$ cat src/rtl/core/point_on_edge_hit_test_core_defines.svh
// ----------------------------------------------------------------------------
// point_on_edge_hit_test_core_defines
// assertion macros shared by the hit test core
// ----------------------------------------------------------------------------
`ifndef POINT_ON_EDGE_HIT_TEST_CORE_DEFINES_SVH
`define POINT_ON_EDGE_HIT_TEST_CORE_DEFINES_SVH

`ifndef ASSERT_OFF
// same-cycle implication, checked out of reset
`define POTE_ASSERT_NOW(lbl, pre, post) \
    lbl: assert property (@(posedge i_clk) disable iff (!i_rst_n) (pre) |-> (post)) \
        else $error("hit test core check failed");
// next-cycle implication, checked out of reset
`define POTE_ASSERT_NEXT(lbl, pre, post) \
    lbl: assert property (@(posedge i_clk) disable iff (!i_rst_n) (pre) |=> (post)) \
        else $error("hit test core check failed");
`else
`define POTE_ASSERT_NOW(lbl, pre, post)
`define POTE_ASSERT_NEXT(lbl, pre, post)
`endif

`endif

$ cat src/rtl/core/pote_pkg.sv
// ----------------------------------------------------------------------------
// pote_pkg
// shared types and constants for the point-on-edge hit test core
// ----------------------------------------------------------------------------
package pote_pkg;

    // default sizes
    localparam int NODE_DEPTH_DEF  = 1024;
    localparam int SEG_DEPTH_DEF   = 1024;
    localparam int COORD_WIDTH_DEF = 24;

    // fixed field widths
    localparam int MODE_W = 2;
    localparam int IDX_W  = 10;
    localparam int CNT_W  = 11;
    localparam int TOL_W  = 23;
    localparam int APB_AW = 4;

    // beat kinds
    localparam logic [MODE_W-1:0] MODE_NODE  = 2'd0;
    localparam logic [MODE_W-1:0] MODE_SEG   = 2'd1;
    localparam logic [MODE_W-1:0] MODE_QUERY = 2'd2;

    // register indexes
    localparam logic [1:0] REG_NODE_COUNT = 2'd0;
    localparam logic [1:0] REG_SEG_COUNT  = 2'd1;
    localparam logic [1:0] REG_TOLERANCE  = 2'd2;

    // accumulator action
    typedef enum logic [1:0] {
        ACC_HOLD,
        ACC_LOAD,
        ACC_ADD
    } t_acc_act;

    // control word for the multiply-accumulate unit
    typedef struct packed {
        t_acc_act   act;
        logic       neg;
        logic [1:0] shift;
    } t_mac_ctl;

    // query sequencer states
    typedef enum logic [4:0] {
        ST_IDLE,
        ST_TOL,
        ST_TOL_W,
        ST_TOL_S,
        ST_SEG,
        ST_NODE,
        ST_DIFF,
        ST_AB_X,
        ST_AB_Y,
        ST_DOT_X,
        ST_DOT_Y,
        ST_DOT_W,
        ST_DECIDE,
        ST_D_X,
        ST_D_Y,
        ST_D_W,
        ST_D_CMP,
        ST_CR_X,
        ST_CR_Y,
        ST_CR_W,
        ST_CR_ABS,
        ST_WL,
        ST_WR,
        ST_WR_W,
        ST_W_CMP
    } t_state;

endpackage

$ cat src/rtl/core/pote_mac.sv
// ----------------------------------------------------------------------------
// pote_mac
// shared unsigned multiplier with a registered product and a wide
// shift/add/subtract accumulator behind it
// ----------------------------------------------------------------------------
module pote_mac #(
    parameter int LIMB_W = 25
) (
    input  logic                    i_clk,
    input  logic                    i_rst_n,
    input  pote_pkg::t_mac_ctl      i_ctl,
    input  logic [LIMB_W-1:0]       i_op_a,
    input  logic [LIMB_W-1:0]       i_op_b,
    output logic [4*LIMB_W:0]       o_acc
);
    import pote_pkg::*;

    localparam int ACC_W = 4 * LIMB_W + 1;

    logic [2*LIMB_W-1:0] r_prod;
    t_mac_ctl            r_ctl;
    logic [ACC_W-1:0]    r_acc;
    logic [ACC_W-1:0]    n_acc;
    logic [ACC_W-1:0]    addend;
    logic [ACC_W-1:0]    signed_add;

    // product stage
    always_ff @(posedge i_clk) begin
        r_prod <= i_op_a * i_op_b;
        if (!i_rst_n) begin
            r_ctl <= '{act: ACC_HOLD, neg: 1'b0, shift: 2'd0};
        end else begin
            r_ctl <= i_ctl;
        end
    end

    // limb alignment and sign
    always_comb begin
        case (r_ctl.shift)
            2'd0:    addend = ACC_W'(r_prod);
            2'd1:    addend = ACC_W'(r_prod) << LIMB_W;
            2'd2:    addend = ACC_W'(r_prod) << (2 * LIMB_W);
            default: addend = ACC_W'(r_prod);
        endcase
        signed_add = r_ctl.neg ? (~addend + ACC_W'(1)) : addend;
        case (r_ctl.act)
            ACC_LOAD: n_acc = signed_add;
            ACC_ADD:  n_acc = r_acc + signed_add;
            default:  n_acc = r_acc;
        endcase
    end

    // accumulator
    always_ff @(posedge i_clk) begin
        r_acc <= n_acc;
    end

    assign o_acc = r_acc;

endmodule

$ cat config.mk
export PLATFORM = sky130hd
export DESIGN_NAME = pote_mac
export DESIGN_NICKNAME = d
export VERILOG_FILES = /design/src/rtl/core/point_on_edge_hit_test_core_defines.svh /design/src/rtl/core/pote_pkg.sv /design/src/rtl/core/pote_mac.sv
export SDC_FILE = /design/constraint.sdc
export NUM_CORES = 2
export LEC_CHECK = 0
export BUFFER_PORTS_ARGS = -buffer_cell sky130_fd_sc_hd__buf_2
export CORE_ASPECT_RATIO = 0.5
export CORE_MARGIN = 5
export CORE_UTILIZATION = 45
export CTS_CLUSTER_DIAMETER = 40
export CTS_CLUSTER_SIZE = 8
export DETAILED_ROUTE_END_ITERATION = 8
export PLACE_DENSITY = 0.63
export SLEW_MARGIN = 20
export SYNTH_ARGS = -nofsm -noshare
export SYNTH_HDL_FRONTEND = slang
export SYNTH_SLANG_ARGS = --single-unit
$ cat constraint.sdc
create_clock -name i_clk -period 11.8 [get_ports i_clk]
set_input_delay 0.59 -clock i_clk [delete_from_list [all_inputs] [get_ports i_clk]]
set_output_delay 0.59 -clock i_clk [all_outputs]
set_load 0.02 [all_outputs]
==> flow_metrics.env <==
export IMPL_htree_levels=4
export IMPL_yosysUniqueCellTypes=81
export IMPL_ys_seq_area_share_pct=11.6
export IMPL_fin_skew_ns=0.0176
export IMPL_r2r_setup_slack_ns=4.03
export IMPL_synth_top_area_share_pct=29.6
export IMPL_start_util_pct=45.2
export IMPL_fin_nets=5083
export IMPL_port_buffer_count=157
export IMPL_synth_area_leaders="fa_1, ha_1, edfxtp_1"
export IMPL_mostFrequentLayoutCells="inv_1, fa_1, nand2_1, and2_1, ha_1"
export IMPL_grt_pass1_vias=30500
export IMPL_final_cell_area_um2=37600
export IMPL_path_delay_family="compound AO/OA/AOI/OAI gates"
export IMPL_synth_cells=4266
export IMPL_synth_cell_area_um2=35700
export IMPL_drt_initial_drc_count=2445
export IMPL_cts_root_buffer="clkbuf_16"
export IMPL_required_ns=12.02
export IMPL_vias=30100
export IMPL_synthArstFlopShare_pct=0
export IMPL_grt_overflow_total=0
export IMPL_cp_start_kind="flop"
export IMPL_place_area_um2=37000
export IMPL_setup_viol=0
export IMPL_min_period_ns=7.77
export IMPL_crit_top_cell="nand2_1"
export IMPL_cts_setup_buffers=0
export IMPL_arrival_ns=7.99
export IMPL_drcViolationCount=0
export IMPL_die_y_um=209
export IMPL_ioPinCount=158
export IMPL_cpMaxStageDelayCell="ha_2"
export IMPL_gp_congestion=0.966
export IMPL_fp_coreArea_um2=79000
export IMPL_finalMaxSlewViolations=0
export IMPL_fill_cells=7704
export IMPL_critical_path_class="flop to flop"
export IMPL_timing_final_crit_share_pct=65.9
export IMPL_status="finished clean"
export IMPL_fin_tns_setup_ns=0
export IMPL_synth_seq_cells=156
export IMPL_path_max_fanout=65
export IMPL_totalWireLength_um=112000
export IMPL_max_freq_ghz=0.129
export IMPL_synth_edff_count=101
export IMPL_worstPathCellList="inv_1 > ha_2 > buf_4 > nor2b_1 > buf_4 > o2bb2ai_1 > nor3b_1 > nand2_1 > or4_1 > nor2_1 > nand2_1 > o31ai_1 > xnor2_1 > ha_1 > a2111o_1 > a211oi_1 > a21oi_1 > a221oi_1 > o221ai_1 > a2111o_1 > a31o_2 > xor2_1 > nand2_1 > xor2_1"
export IMPL_cts_tree="yes"
export IMPL_die_width_um=408
export IMPL_cp_slowest_stage_delay_ns=0.80
export IMPL_dr_pass1_iters=7
export IMPL_grt_max_degree=98
export IMPL_min_delay_path_class="input pin to flop"
export IMPL_cts_buffers=17
export IMPL_relSlewSlack_pct=31.8
export IMPL_cts_buffer_depth=2
export IMPL_synth_fp_nets=5139
export IMPL_dieArea_um2=85400
export IMPL_grt_usage_pct=26.1
export IMPL_hold_viol_final=0
export IMPL_synth_flop_cell="edfxtp_1"
export IMPL_syn_to_final_growth_pct=5.30
export IMPL_viasPerCell=5.71
export IMPL_rsz0062_at_grt="false"
export IMPL_syn_avg_cell_area_um2=8.37
export IMPL_fin_util_pct=47.6
export IMPL_final_common_cell="inv_1"
export IMPL_grt_pass1_wl_um=176000
export IMPL_wl_per_cell_um=21.3
export IMPL_clkSlewWorstSetupHoldPaths_ns=0.08
export IMPL_drv_cap=0
export IMPL_antenna_found_initial=2
export IMPL_cp_end_kind="flop"
export IMPL_postCtsHoldBufs=0
export IMPL_yosys_area_top_type="fa_1"
export IMPL_cts_resized=0
export IMPL_ant_nets=0
export IMPL_dp_hpwl_um=87400
export IMPL_worst_pin_slew_ns=1.01
export IMPL_clock_sinks=156
export IMPL_critPathBufInv=3
export IMPL_clk_latency_ns=0.49
export IMPL_synth_warnings=0
export IMPL_whs_ns=0.314
export IMPL_rows=73
export IMPL_drive_gt1_share_pct=6.35
[worst register-to-register path, stage by stage, from the launching register on]
cell	delay [ns]
dfxtp_1	0.33
inv_1	0.05
ha_2	0.80
buf_4	0.62
nor2b_1	0.13
buf_4	0.25
o2bb2ai_1	0.18
nor3b_1	0.59
nand2_1	0.11
or4_1	0.69
nor2_1	0.28
nand2_1	0.11
o31ai_1	0.26
xnor2_1	0.21
ha_1	0.40
a2111o_1	0.41
a211oi_1	0.17
a21oi_1	0.06
a221oi_1	0.39
o221ai_1	0.37
a2111o_1	0.47
a31o_2	0.24
xor2_1	0.12
nand2_1	0.08
xor2_1	0.18
[state kept, by name, summed over array words and instances, names as in the netlist]
register,cells
r_ctl,5
o_acc,101
r_prod,50
[stage by stage]
step,worst slack (ns),std cells
after global routing,3.42,5273
after global placement,4.00,5241
final,4.03,5275
after detailed placement,3.88,5241
after CTS,4.18,5273
after floorplan,4.71,4266
[cell families after synthesis]
| logic type | after synthesis | synth area share, % |
|---|---|---|
| and+or+nand+nor | 1329 | 18.4 |
| buffers and inverters | 891 | 9.40 |
| AOI/OAI and AO/OA | 816 | 14.4 |
| adders and majority gates | 816 | 39.7 |
| xor gates and xnor gates | 221 | 5.42 |
| DFF | 156 | 11.6 |
| muxes | 37 | 1.14 |
[worst paths after layout]
path | from | to | depth (start not counted)
worst min-delay path | i_ctl[3] | r_ctl[3]$_SDFF_PN0_ | 2
worst max register to register | r_ctl[0]$_SDFF_PN0_ | o_acc[100]$_DFFE_PP_ | 24
worst min register to register | o_acc[0]$_DFFE_PP_ | o_acc[0]$_DFFE_PP_ | 3
worst max-delay path | r_ctl[0]$_SDFF_PN0_ | o_acc[100]$_DFFE_PP_ | 24
[cells in the mapped netlist (20+ instances only)]
master / n
and3_1: 20
edfxtp_1: 101
dfxtp_1: 55
xor2_1: 92
clkbuf_1: 223
o31ai_1: 30
o21ai_0: 191
fa_1: 527
nand2_1: 507
a21o_1: 89
a21oi_1: 261
nand4_1: 59
a22oi_1: 45
and2_1: 360
mux2_2: 27
nor3_1: 37
ha_1: 289
nor2_1: 198
inv_1: 646
xnor2_1: 129
o21bai_1: 34
nand3_1: 34
[metal layers]
metal	wire, µm	global-route usage (%)
met5	0	0
met4	3340	7.79
met3	8700	4.86
met2	49800	41.3
met1	50300	36.5
[layout make-up]
type	instances	area (µm²)	area share, %
clock inverters	15	175	0.466
repair buffers	170	883	2.35
clock buffers	17	425	1.13
flip-flops and latches	156	4140	11.0
well taps	1050	1310	3.50
inverters	646	2430	6.46
multi-input cells	3219	28200	75.1
diodes	2	5.00	0.0133
Power is left out: the tool's default activity adds up to more than one toggle a clock period on the data nets, which glitch-free logic cannot reach.
